`config.mk`:
```
export PLATFORM = sky130hd
export DESIGN_NAME = token_bucket_limiter
export DESIGN_NICKNAME = d
export VERILOG_FILES = /design/src/hdl/tbl_pkg.sv /design/src/hdl/token_bucket_limiter.sv /design/src/hdl/tbl_cfg.sv /design/src/hdl/tbl_sermul.sv
export SDC_FILE = /design/constraint.sdc
export NUM_CORES = 2
export LEC_CHECK = 0
export BUFFER_PORTS_ARGS = -buffer_cell sky130_fd_sc_hd__buf_2
export CORE_MARGIN = 5
export CORE_UTILIZATION = 35
export CTS_CLUSTER_SIZE = 12
export DETAILED_ROUTE_END_ITERATION = 8
export GPL_TIMING_DRIVEN = 0
export HOLD_SLACK_MARGIN = 0.12
export PLACE_DENSITY = 0.59
export SETUP_SLACK_MARGIN = 0.15
export SLEW_MARGIN = 20
export SYNTH_ARGS = -nofsm -noshare
export SYNTH_HDL_FRONTEND = slang
export SYNTH_HIERARCHICAL = 1
export SYNTH_SLANG_ARGS = --single-unit
```
`constraint.sdc`:
```
create_clock -name clk -period 15.4 [get_ports clk]
set_input_delay 3.85 -clock clk [delete_from_list [all_inputs] [get_ports clk]]
set_output_delay 3.85 -clock clk [all_outputs]
set_load 0.05 [all_outputs]
```
`src/hdl/tbl_pkg.sv`:
```
// ----------------------------------------------------------------------------
// Token bucket limiter package
// Shared constants, widths, codes and interface structs.
// ----------------------------------------------------------------------------
package tbl_pkg;

	// Saturation limits of the rate and burst registers
	localparam longint unsigned MAX_RATE  = 64'd1000000;
	localparam longint unsigned MAX_BURST = 64'd1000000;

	// Micro-tokens per whole token, milliseconds per second
	localparam longint unsigned FP_ONE   = 64'd1000000;
	localparam longint unsigned MS_PER_S = 64'd1000;

	// Port widths
	localparam int TIME_W    = 64;
	localparam int COST_W    = 32;
	localparam int REG32_W   = 32;
	localparam int CFG_W     = 64;
	localparam int CFG_IDX_W = 2;

	// Internal widths
	localparam int RATE_W  = $clog2(MAX_RATE + 64'd1);
	localparam int BURST_W = $clog2(MAX_BURST + 64'd1);
	localparam int LEVEL_W = $clog2(MAX_BURST * FP_ONE + 64'd1);
	localparam int RK_W    = $clog2(MAX_RATE * MS_PER_S + 64'd1);
	localparam int NEED_W  = $clog2(((64'd1 << COST_W) - 64'd1) * FP_ONE + 64'd1);
	localparam int ACC_W   = ((LEVEL_W > RK_W) ? LEVEL_W : RK_W) + 2;
	localparam int CNT_W   = $clog2(TIME_W + 1);

	// Configuration register indexes
	localparam logic [CFG_IDX_W-1:0] REG_RATE  = 2'd0;
	localparam logic [CFG_IDX_W-1:0] REG_BURST = 2'd1;
	localparam logic [CFG_IDX_W-1:0] REG_START = 2'd2;

	// Control sequencer states
	typedef enum logic [1:0] {
		ST_IDLE,
		ST_MUL,
		ST_REFILL,
		ST_CHECK
	} tbl_state_t;

	// How a request is handled
	typedef enum logic [1:0] {
		KIND_FREE,
		KIND_DENY,
		KIND_REFILL,
		KIND_TAKE
	} tbl_kind_t;

	// Configuration seen by the datapath
	typedef struct packed {
		logic               reload;
		logic               enabled;
		logic [RK_W-1:0]    rate_k;
		logic [LEVEL_W-1:0] cap;
		logic [TIME_W-1:0]  start;
	} tbl_cfg_t;

	// Result of the serial refill multiplier
	typedef struct packed {
		logic               done;
		logic               fill;
		logic [LEVEL_W-1:0] gain;
	} tbl_mul_t;

endpackage

```
`src/hdl/token_bucket_limiter.sv`:
```
// Token bucket rate limiter in micro-tokens (one token = 1000000). A request
// whose time has moved past the last refill is latched on its transfer, then
// passes the serial multiplier, which steps through the 64 bits of the elapsed
// time, then a refill state and a decision state before its result is ready. A
// request with zero cost, a disabled bucket or no time advance skips the
// multiplier and goes straight to the decision. One request is in work at a time;
// the next one may be taken while the previous result waits in the output
// register. Each write to a used configuration index reloads the bucket on the
// following cycle, during which no request is taken.
// ----------------------------------------------------------------------------
// Token bucket limiter top level
// Request sequencer, bucket state and output register.
// ----------------------------------------------------------------------------
module token_bucket_limiter import tbl_pkg::*; (
	input  logic                 clk,
	input  logic                 arst_n,
	input  logic                 cfg_we,
	input  logic [CFG_IDX_W-1:0] cfg_index,
	input  logic [CFG_W-1:0]     cfg_wdata,
	input  logic                 in_valid,
	output logic                 in_ready,
	input  logic [TIME_W-1:0]    now_ms,
	input  logic [COST_W-1:0]    request_cost,
	output logic                 out_valid,
	input  logic                 out_ready,
	output logic                 allowed,
	output logic [TIME_W-1:0]    tokens_left_fp
);

	tbl_cfg_t           cfg;
	tbl_mul_t           mul;

	tbl_state_t         state_q;
	tbl_state_t         state_d;
	tbl_kind_t          kind_q;
	tbl_kind_t          kind_d;
	logic [LEVEL_W-1:0] level_q;
	logic [TIME_W-1:0]  last_q;
	logic [TIME_W-1:0]  now_q;
	logic [NEED_W-1:0]  need_q;
	logic               out_valid_q;
	logic               allowed_q;
	logic [LEVEL_W-1:0] left_q;

	logic               in_xfer;
	logic               slot_free;
	logic               mul_start;
	logic               out_load;
	logic [TIME_W-1:0]  elapsed;
	logic [LEVEL_W-1:0] missing;
	logic               take_ok;
	logic [LEVEL_W-1:0] level_sub;
	logic               allowed_d;

	tbl_cfg u_cfg (
		.clk       (clk),
		.arst_n    (arst_n),
		.cfg_we    (cfg_we),
		.cfg_index (cfg_index),
		.cfg_wdata (cfg_wdata),
		.cfg       (cfg)
	);

	tbl_sermul u_sermul (
		.clk     (clk),
		.arst_n  (arst_n),
		.start   (mul_start),
		.elapsed (elapsed),
		.rate_k  (cfg.rate_k),
		.missing (missing),
		.res     (mul)
	);

	// Classify the incoming request
	always_comb begin
		elapsed = now_ms - last_q;
		missing = cfg.cap - level_q;
		priority if (request_cost == '0) begin
			kind_d = KIND_FREE;
		end else if (!cfg.enabled) begin
			kind_d = KIND_DENY;
		end else if (now_ms > last_q) begin
			kind_d = KIND_REFILL;
		end else begin
			kind_d = KIND_TAKE;
		end
	end

	// Decide on the request against the current level
	always_comb begin
		take_ok   = {{(NEED_W - LEVEL_W){1'b0}}, level_q} >= need_q;
		level_sub = level_q - need_q[LEVEL_W-1:0];
		unique case (kind_q)
			KIND_FREE: allowed_d = 1'b1;
			KIND_DENY: allowed_d = 1'b0;
			default:   allowed_d = take_ok;
		endcase
	end

	// Next state
	always_comb begin
		state_d = state_q;
		unique case (state_q)
			ST_IDLE: begin
				if (in_xfer) begin
					state_d = (kind_d == KIND_REFILL) ? ST_MUL : ST_CHECK;
				end
			end
			ST_MUL: begin
				if (mul.done) begin
					state_d = ST_REFILL;
				end
			end
			ST_REFILL: begin
				state_d = ST_CHECK;
			end
			ST_CHECK: begin
				if (slot_free) begin
					state_d = ST_IDLE;
				end
			end
			default: begin
				state_d = ST_IDLE;
			end
		endcase
	end

	// Sequencer outputs
	always_comb begin
		slot_free = !out_valid_q || out_ready;
		in_ready  = (state_q == ST_IDLE) && !cfg.reload;
		in_xfer   = in_valid && in_ready;
		mul_start = in_xfer && (kind_d == KIND_REFILL);
		out_load  = (state_q == ST_CHECK) && slot_free;
	end

	always_ff @(posedge clk or negedge arst_n) begin
		if (!arst_n) begin
			state_q <= ST_IDLE;
		end else begin
			state_q <= state_d;
		end
	end

	// Latch the request
	always_ff @(posedge clk) begin
		if (in_xfer) begin
			kind_q <= kind_d;
			now_q  <= now_ms;
			need_q <= NEED_W'(64'(request_cost) * FP_ONE);
		end
	end

	// Bucket state: reload on configuration, refill, then take tokens
	always_ff @(posedge clk or negedge arst_n) begin
		if (!arst_n) begin
			level_q <= '0;
			last_q  <= '0;
		end else if (cfg.reload) begin
			level_q <= cfg.cap;
			last_q  <= cfg.start;
		end else if (state_q == ST_REFILL) begin
			level_q <= mul.fill ? cfg.cap : level_q + mul.gain;
			last_q  <= now_q;
		end else if (out_load && (kind_q == KIND_REFILL || kind_q == KIND_TAKE) && take_ok) begin
			level_q <= level_sub;
		end
	end

	// Output register: hold the result until its transfer
	always_ff @(posedge clk or negedge arst_n) begin
		if (!arst_n) begin
			out_valid_q <= 1'b0;
		end else if (out_load) begin
			out_valid_q <= 1'b1;
		end else if (out_ready) begin
			out_valid_q <= 1'b0;
		end
	end

	always_ff @(posedge clk) begin
		if (out_load) begin
			allowed_q <= allowed_d;
			left_q    <= ((kind_q == KIND_REFILL || kind_q == KIND_TAKE) && take_ok)
				? level_sub : level_q;
		end
	end

	assign out_valid      = out_valid_q;
	assign allowed        = allowed_q;
	assign tokens_left_fp = TIME_W'(left_q);

endmodule

```
`src/hdl/tbl_cfg.sv`:
```
// ----------------------------------------------------------------------------
// Token bucket limiter configuration registers
// Saturates rate and burst on write and keeps the derived refill step and
// bucket capacity; flags a bucket reload in the cycle after any valid write.
// ----------------------------------------------------------------------------
module tbl_cfg import tbl_pkg::*; (
	input  logic                 clk,
	input  logic                 arst_n,
	input  logic                 cfg_we,
	input  logic [CFG_IDX_W-1:0] cfg_index,
	input  logic [CFG_W-1:0]     cfg_wdata,
	output tbl_cfg_t             cfg
);

	logic [RK_W-1:0]    rate_k_q;
	logic [LEVEL_W-1:0] cap_q;
	logic [TIME_W-1:0]  start_q;
	logic               reload_q;

	logic [REG32_W-1:0] wdata32;
	logic [RATE_W-1:0]  rate_sat;
	logic [BURST_W-1:0] burst_sat;

	// Clamp written values to their limits
	always_comb begin
		wdata32   = cfg_wdata[REG32_W-1:0];
		rate_sat  = (64'(wdata32) > MAX_RATE) ? RATE_W'(MAX_RATE) : RATE_W'(wdata32);
		burst_sat = (64'(wdata32) > MAX_BURST) ? BURST_W'(MAX_BURST) : BURST_W'(wdata32);
	end

	// Register writes; rate kept as micro-tokens per millisecond
	always_ff @(posedge clk or negedge arst_n) begin
		if (!arst_n) begin
			rate_k_q <= '0;
			cap_q    <= '0;
			start_q  <= '0;
			reload_q <= 1'b0;
		end else begin
			reload_q <= 1'b0;
			if (cfg_we) begin
				unique case (cfg_index)
					REG_RATE: begin
						rate_k_q <= RK_W'(64'(rate_sat) * MS_PER_S);
						reload_q <= 1'b1;
					end
					REG_BURST: begin
						cap_q    <= LEVEL_W'(64'(burst_sat) * FP_ONE);
						reload_q <= 1'b1;
					end
					REG_START: begin
						start_q  <= cfg_wdata[TIME_W-1:0];
						reload_q <= 1'b1;
					end
					default: begin
						reload_q <= 1'b0;
					end
				endcase
			end
		end
	end

	// Present configuration
	always_comb begin
		cfg.reload  = reload_q;
		cfg.enabled = (rate_k_q != '0) && (cap_q != '0);
		cfg.rate_k  = rate_k_q;
		cfg.cap     = cap_q;
		cfg.start   = start_q;
	end

endmodule

```
`src/hdl/tbl_sermul.sv`:
```
// ----------------------------------------------------------------------------
// Token bucket limiter serial refill multiplier
// Forms elapsed time times the per-millisecond refill step one bit of the
// elapsed time per cycle, most significant bit first, and stops growing once
// the product passes the missing amount.
// ----------------------------------------------------------------------------
module tbl_sermul import tbl_pkg::*; (
	input  logic               clk,
	input  logic               arst_n,
	input  logic               start,
	input  logic [TIME_W-1:0]  elapsed,
	input  logic [RK_W-1:0]    rate_k,
	input  logic [LEVEL_W-1:0] missing,
	output tbl_mul_t           res
);

	logic               busy_q;
	logic               done_q;
	logic [CNT_W-1:0]   cnt_q;
	logic [TIME_W-1:0]  shift_q;
	logic [RK_W-1:0]    rk_q;
	logic [LEVEL_W-1:0] miss_q;
	logic [ACC_W-1:0]   acc_q;
	logic               over_q;

	logic [ACC_W-1:0]   acc_n;

	// Double and add the step for the current time bit; acc is only updated
	// while at or below the missing amount, so the dropped top bit is zero whenever acc_n is taken
	always_comb begin
		acc_n = {acc_q[ACC_W-2:0], 1'b0} + (shift_q[TIME_W-1] ? ACC_W'(rk_q) : ACC_W'(0));
	end

	// Control
	always_ff @(posedge clk or negedge arst_n) begin
		if (!arst_n) begin
			busy_q <= 1'b0;
			done_q <= 1'b0;
			cnt_q  <= '0;
		end else begin
			done_q <= 1'b0;
			if (start) begin
				busy_q <= 1'b1;
				cnt_q  <= CNT_W'(TIME_W);
			end else if (busy_q) begin
				cnt_q <= cnt_q - CNT_W'(1);
				if (cnt_q == CNT_W'(1)) begin
					busy_q <= 1'b0;
					done_q <= 1'b1;
				end
			end
		end
	end

	// Datapath: load operands, then shift and accumulate
	always_ff @(posedge clk) begin
		if (start) begin
			shift_q <= elapsed;
			rk_q    <= rate_k;
			miss_q  <= missing;
			acc_q   <= '0;
			over_q  <= 1'b0;
		end else if (busy_q) begin
			shift_q <= {shift_q[TIME_W-2:0], 1'b0};
			if (!over_q) begin
				acc_q  <= acc_n;
				over_q <= acc_n > ACC_W'(miss_q);
			end
		end
	end

	// Bucket fills when the product reaches the missing amount
	always_comb begin
		res.done = done_q;
		res.fill = over_q || (acc_q == ACC_W'(miss_q));
		res.gain = acc_q[LEVEL_W-1:0];
	end

endmodule

```
-- After elaboration in Yosys (flattened, before gate mapping)
Index checks and enable logic that the tools add are counted.
- bits in registers: 569
- bits of input ports: 167
- output and inout port bits: 67
- word-level logic and storage cells: 111
- add/sub/neg operators: 6
- multiply operators: 3
- magnitude comparators: 4
- eq/ne operators: 14
- multiplexer cells: 33
- bitwise gates (word level): 1
- reduce and logical (&&, ||, !) cells: 29
- operators with widths (kind ; count):
    $mux W64 ; 4
    $mux W40 ; 5
    $sub A40 B40 Y40 ; 2
    $gt A64 B64 Y1 ; 1
    $sub A64 B64 Y64 ; 1
    $ge A40 B52 Y1 ; 1
    $mul A32 B14 Y46 const B ; 1
    $add A42 B42 Y42 ; 1
    $eq A42 B40 Y1 ; 1
    $gt A42 B40 Y1 ; 1
    $add A40 B40 Y40 ; 1
    $reduce_bool A40 Y1 ; 1
    $mul A20 B14 Y34 const B ; 1
    $gt A32 B20 Y1 const B ; 1
    $logic_not A32 Y1 ; 1
    $mux W30 ; 1
    $reduce_bool A30 Y1 ; 1
    $mul A20 B7 Y27 const B ; 1
    $mux W20 ; 1
    $mux W7 ; 2
    $eq A2 B2 Y1 const B ; 6
    $mux W1 ; 12
    $mux W2 ; 6
    $logic_and A1 B1 Y1 ; 8
    other kinds (16) ; 29

-- Depth between registers and ports, before layout
- word-level depth: 8
- depth in mapped cells: 32
- mapped depth without buffers: 29

-- Modules after synthesis
Netlist, hierarchy kept.
- modules (own cells, without submodules) (module ; instances ; cells an instance ; area an instance (µm²) ; seq. area each (µm²)):
    token_bucket_limiter ; 1 ; 3058 ; 27552.7 ; 7272.0
    tbl_cfg ; 1 ; 1210 ; 12306.8 ; 3153.0
    tbl_sermul ; 1 ; 934 ; 10297.4 ; 5109.9

-- Least setup slack after synthesis
Ideal clock, no wire load.
- path type: input port to flip-flop
- from: input now_ms[0]
- to: register u_sermul.shift_q[0], enable pin
- setup time: 0.418 ns
- arrival: 15.447 ns
- path slack: -0.465 ns
- stages: 17
- path buffers: 3
- path through: inv_1 -> ha_1 -> fa_1 -> nand2b_1 -> a2111oi_0 -> a211oi_1 -> o31ai_1 -> a31o_2 -> a21oi_2 -> o211ai_4 -> a31oi_1 -> nor4_1 -> clkbuf_1 -> clkbuf_1 -> buf_1 -> nor2_1 -> inv_1
- longest elaborated chain between the ends: 7
- ends and longest elaborated chain (element ; line ; text):
    start, declared ; token_bucket_limiter.sv:22 ; input logic [TIME_W-1:0] now_ms,
    $gt A64 B64 Y1 ; token_bucket_limiter.sv:82 ; end else if (now_ms > last_q) begin
    $mux W1 ; token_bucket_limiter.sv:82 ;
    $mux W2 ; token_bucket_limiter.sv:80 ; end else if (!cfg.enabled) begin
    $mux W2 ; token_bucket_limiter.sv:78 ; priority if (request_cost == '0) begin
    $eq A2 B2 Y1 ; token_bucket_limiter.sv:133 ; mul_start = in_xfer && (kind_d == KIND_REFILL);
    $logic_and A1 B1 Y1 ; token_bucket_limiter.sv:133 ;
    via mul_start ; token_bucket_limiter.sv:47 ; logic mul_start;
    $reduce_bool A2 Y1 (no line) ; - ;
    end signal, assigned ; tbl_sermul.sv:58 ; shift_q <= elapsed;
    end signal, assigned ; tbl_sermul.sv:64 ; shift_q <= {shift_q[TIME_W-2:0], 1'b0};
    end, declared ; tbl_sermul.sv:20 ; logic [TIME_W-1:0] shift_q;
The timed path passes the listed nets, and every way through them passes these cells.
A chain may end at the register's enable or synchronous reset.

-- Final worst setup path
- from: input cfg_wdata[1]
- to: register u_cfg.cap_q[39]
- longest elaborated chain between the ends: 3
- ends and longest elaborated chain (element ; line ; text):
    start, declared ; token_bucket_limiter.sv:19 ; input logic [CFG_W-1:0] cfg_wdata,
    $gt A32 B20 Y1 ; tbl_cfg.sv:28 ; burst_sat = (64'(wdata32) > MAX_BURST) ? BURST_W'(MAX_BURST) : BURST_W'(wdata32);
    $mux W20 (*) ; tbl_cfg.sv:28 ;
    $mul A20 B14 Y34 (*) ; tbl_cfg.sv:47 ; cap_q <= LEVEL_W'(64'(burst_sat) * FP_ONE);
    end signal, assigned ; tbl_cfg.sv:47 ;
    end, declared ; tbl_cfg.sv:16 ; logic [LEVEL_W-1:0] cap_q;
Every way passes the cells marked *; elsewhere a longest branch is shown, timed or not.

==> results summary <==
The global-route wire length before repair came out at between 200000 and 250000 microns. The most numerous cell type found on the critical path is sky130_fd_sc_hd__inv_1. Before CTS, the worst setup slack after placement is roughly 3500 ps.

For this run, the post-layout net count is ~6500. The area fraction in compound gates after synthesis came out at 0.1563. The total half-perimeter wirelength after legalization and detailed placement is 120400 microns. Summed over all layers, the global routing overflow is 0. The via count of the first global-routing pass is between 30000 and 40000. The largest individual stage delay along the critical path comes from the cell sky130_fd_sc_hd__fa_1. Hold repair after CTS inserted 0 buffers. The biggest cell delay along the critical path came out at 700 ps. Summing all non-filler instances in the final layout gives an area of 56280 sq um. Between clock sinks in the finished design, the worst skew comes to ~56 ps. The count of endpoints failing hold in the final timing report is 0. The flow ran to the end, and the final reports show no timing, DRC or antenna violations.

For this run, the total global-route usage over all layers was measured as 0.1924. In the finished design, the share of the clock period the worst path needs comes to 0.7340. The region available for standard cell placement spans between 100000 and 150000 sq um.

The width of the chip is approximately 390 microns. The adder and majority cell fraction of the synthesized area came out at 0.2505. The number of sinks on the clock net came out at approximately 570. The total of warnings raised by yosys came out at 6. At the worst endpoint, the required time is roughly 16000 ps. The number of violations of the max-capacitance limit is 0. The via count came out at a little under 40000. The number of top-level pins came out at 234. TritonCTS built the clock tree. Entering global routing, the biggest net connects between 80 and 90 pins. Timing would allow up to between 80 and 90 MHz. The register-to-register setup slack is roughly 8000 ps.

Setup violations remaining at the end of the flow were counted as 0. The routed design has 148900 microns of wire. The gate count of the mapped netlist is 5202. The total placed cells including tap cells came out at ~7400. For this run, the register share of the synthesized area comes to 0.3097. The layout cell share with drive strength beyond 1 is 0.1108. The detail route stage leaves a number of antenna-violating nets equal to 0. The tightest slew margin relative to the limit came out at 0.2807.

The initialized floorplan defines 139 standard-cell rows. The port buffer count is about 210. Using the TritonRoute via totals, the vias-per-cell ratio works out to about 5.3. The multiplexer area fraction after synthesis came out at 0.04485. The die covers about 150000 sq um.

The leakage power total came out at 0.02611 uW. The worst setup path is launched from an input pin. The number of buffers between clock root and the deepest sink came out at 3. The number of fillers in the final layout is ~14000. The total power after layout came out at ~11000 uW. Among all flip-flop cells after synthesis, the most frequent one is sky130_fd_sc_hd__edfxtp_1. The starting DRC count in detailed routing is just under 3000. Yosys mapped a number of flops with a built-in enable equal to between 200 and 300. For this run, the share of the core covered by cells in the final layout is 0.3937. The maximum ir drop on the vdd rail came out at about 140 uV. Dividing total power by cell area gives a power density of 200.5 nW/um^2.

The worst-margin pin slew came out at 1069 ps. The number of distinct library cells after synthesis came out at between 90 and 100. Routability-driven placement finished with a final weighted congestion of 0.9398. The xor/xnor cell area share of the yosys netlist is 0.05780. The worst setup path is captured at a flop. At the later pin of the worst-skew pair, clock insertion delay measures 680 ps.

The count of final max-slew check failures came out at 0. The placed instances occupy a cell area of between 50000 and 60000 sq um. The flip-flop and latch count after synthesis came out at 572. The number of gates resized after CTS was 0.

The area growth from synthesis to layout is 12.20%. The number of DRC violations after detailed routing is 0. The clock period minus worst slack came out at between 10000 and 15000 ps. The die is roughly 400 microns tall.

The post-CTS repair timing setup buffer count is 0. Once layout is complete, the cells apart from fillers number approximately 7500. The worst-case setup margin in the final layout came out at around 4000 ps.

The endpoint arrival time on the critical path is around 12000 ps. The cell sitting at the root of the clock tree is a sky130_fd_sc_hd__clkbuf_16. The starting density of the core is 0.3508. The classification of the worst setup path is in -> reg. The post-CTS clock slew at the launch and capture registers of the worst setup and hold paths came out at approximately 60 ps.

The wire length per cell came out at around 20 microns. The initial antenna violation count is 30. The async set-reset flop share out of synthesis came out at 0.4231. The area of the mapped netlist came out at 50160 sq um. The average instance area after synthesis came out at 9.642 sq um. Setup repair after global routing left no endpoint under its margin. Of the total synthesized cell area, the portion taken by AND, OR, NAND and NOR gates is 0.1104.

In this run the worst hold path is classified as reg -> reg. The maximum fanout count along the critical path came out at 10. By area, the combinational part of the netlist is dominated by adder cells. Counting the buffers created by CTS gives 67. The first-pass iteration count of the detailed router is 6. CTS built an H-tree with a depth of 3.
-- final cells by class --
type | count | area [sq um] | area share
Multi-Input combinational cell | 3804 | 31260 | 0.5554
Inverter | 624 | 2352 | 0.04180
Buffer | 233 | 1191 | 0.02117
Timing Repair Buffer | 220 | 1259 | 0.02237
Clock inverter | 30 | 379.1 | 0.006736
Tap cell | 1903 | 2381 | 0.04231
Clock buffer | 93 | 1896 | 0.03368
Sequential cell | 572 | 15530 | 0.2760
Antenna cell | 12 | 30.03 | 0.0005336
-- per-layer routing --
metal	wire, microns	vias up	part of all wire	global-route usage
li1	-	18790	-	-
met1	66960	19290	0.45	0.2642
met2	69880	1062	0.47	0.3173
met3	8734	199	0.059	0.02919
met4	3273	4	0.022	0.05086
met5	27	-	0.00018	0
-- worst max-delay path: cells and delay by family --
kind / cells / cell delay (ps)
buf+inv: 8 / 770
fa+ha+maj: 7 / 3390
simple gates: 6 / 1800
compound gates: 9 / 2040
-- sequential cells by signal, indices dropped and copies added, names as in the netlist --
| register | flops |
|---|---|
| u_cfg/reload_q | 1 |
| u_sermul/miss_q | 40 |
| level_q | 40 |
| u_sermul/cnt_q | 7 |
| now_q | 64 |
| out_valid | 1 |
| u_sermul/acc_q | 42 |
| u_sermul/busy_q | 1 |
| left_q | 40 |
| u_sermul/done_q | 1 |
| u_cfg/cap_q | 34 |
| need_q | 46 |
| u_sermul/rk_q | 30 |
| u_cfg/start_q | 64 |
| kind_q | 2 |
| u_cfg/rate_k_q | 27 |
| last_q | 64 |
| state_q | 2 |
| allowed | 1 |
| u_sermul/shift_q | 64 |
| u_sermul/over_q | 1 |
-- synthesized netlist by cell type (15+ instances only) --
cell type,number,share of area
sky130_fd_sc_hd__nand3_1,72,0.0072
sky130_fd_sc_hd__and2_1,52,0.0065
sky130_fd_sc_hd__and4_1,15,0.0026
sky130_fd_sc_hd__buf_4,75,0.011
sky130_fd_sc_hd__nor2b_1,31,0.0039
sky130_fd_sc_hd__nor4_1,41,0.0051
sky130_fd_sc_hd__fa_1,262,0.10
sky130_fd_sc_hd__xnor2_1,198,0.035
sky130_fd_sc_hd__nand4_1,69,0.0086
sky130_fd_sc_hd__dfrtp_1,242,0.12
sky130_fd_sc_hd__a211oi_1,38,0.0057
sky130_fd_sc_hd__a21oi_1,345,0.034
sky130_fd_sc_hd__o21ai_1,16,0.0016
sky130_fd_sc_hd__o31ai_1,29,0.0043
sky130_fd_sc_hd__o21bai_1,43,0.0064
sky130_fd_sc_hd__o21ai_0,309,0.031
sky130_fd_sc_hd__nor3_1,55,0.0055
sky130_fd_sc_hd__o211ai_1,23,0.0034
sky130_fd_sc_hd__a31oi_1,32,0.0040
sky130_fd_sc_hd__mux2i_1,74,0.015
sky130_fd_sc_hd__nand2b_1,50,0.0062
sky130_fd_sc_hd__nor3b_1,16,0.0024
sky130_fd_sc_hd__clkbuf_1,139,0.010
sky130_fd_sc_hd__o21a_1,55,0.0082
sky130_fd_sc_hd__a21o_1,161,0.024
sky130_fd_sc_hd__xor2_1,133,0.023
sky130_fd_sc_hd__nand2_1,411,0.031
sky130_fd_sc_hd__inv_1,616,0.046
sky130_fd_sc_hd__a221oi_1,16,0.0028
sky130_fd_sc_hd__and3_1,36,0.0045
sky130_fd_sc_hd__ha_1,585,0.15
sky130_fd_sc_hd__nor2_1,252,0.019
sky130_fd_sc_hd__mux2_2,131,0.029
sky130_fd_sc_hd__edfxtp_1,287,0.17
sky130_fd_sc_hd__or2_2,16,0.0020
sky130_fd_sc_hd__dfxtp_1,43,0.017
-- cells in the final DEF, fill, tap and decap left out, drive strengths merged, types with 162 or more instances in the layout --
| master | netlist | layout |
|---|---|---|
| ha | 585 | 585 |
| inv | 622 | 626 |
| o21ai | 325 | 325 |
| fa | 262 | 262 |
| nand2 | 415 | 415 |
| a21o | 162 | 162 |
| a21oi | 347 | 347 |
| buf | 94 | 314 |
| edfxtp | 287 | 287 |
| xnor2 | 198 | 198 |
| clkbuf | 139 | 232 |
| nor2 | 252 | 252 |
| dfrtp | 242 | 242 |
-- power by group --
part,leakage [uW],switching [uW],internal [uW]
registers,0.00601,376,2300
logic,0.0190,4200,2770
clock network,0.00110,718,918
total,0.0261,5300,5990
-- cells by family after synthesis --
logic type,Yosys count
AOI/OAI and AO/OA,1230
xor gates and xnor gates,331
adders and majority gates,847
buffers and inverters,857
DFF,572
muxes,208
other,2
and+or+nand+nor,1155
-- path summary, 6_finish.rpt --
kind | startpoint | end | cells after the start
setup / recovery | cfg_wdata[1] | u_cfg/cap_q[39] | 30
hold / removal | u_cfg/start_q[12] | last_q[12] | 2
setup reg to reg | last_q[0] | u_sermul/shift_q[17] | 18
hold reg to reg | u_cfg/start_q[12] | last_q[12] | 2
max in group asynchronous | arst_n | level_q[34] | 3
min in group asynchronous | arst_n | u_cfg/start_q[35] | 1
-- metrics by stage --
step	setup TNS (ps)	hold slack, ps
finish	0	448.7
global route	0	468.1
CTS	0	446.0
detailed placement	0	460.3
global placement	-137990	454.7
floorplan	0	441.5
Note: power is estimated with default switching activity, not from simulation.
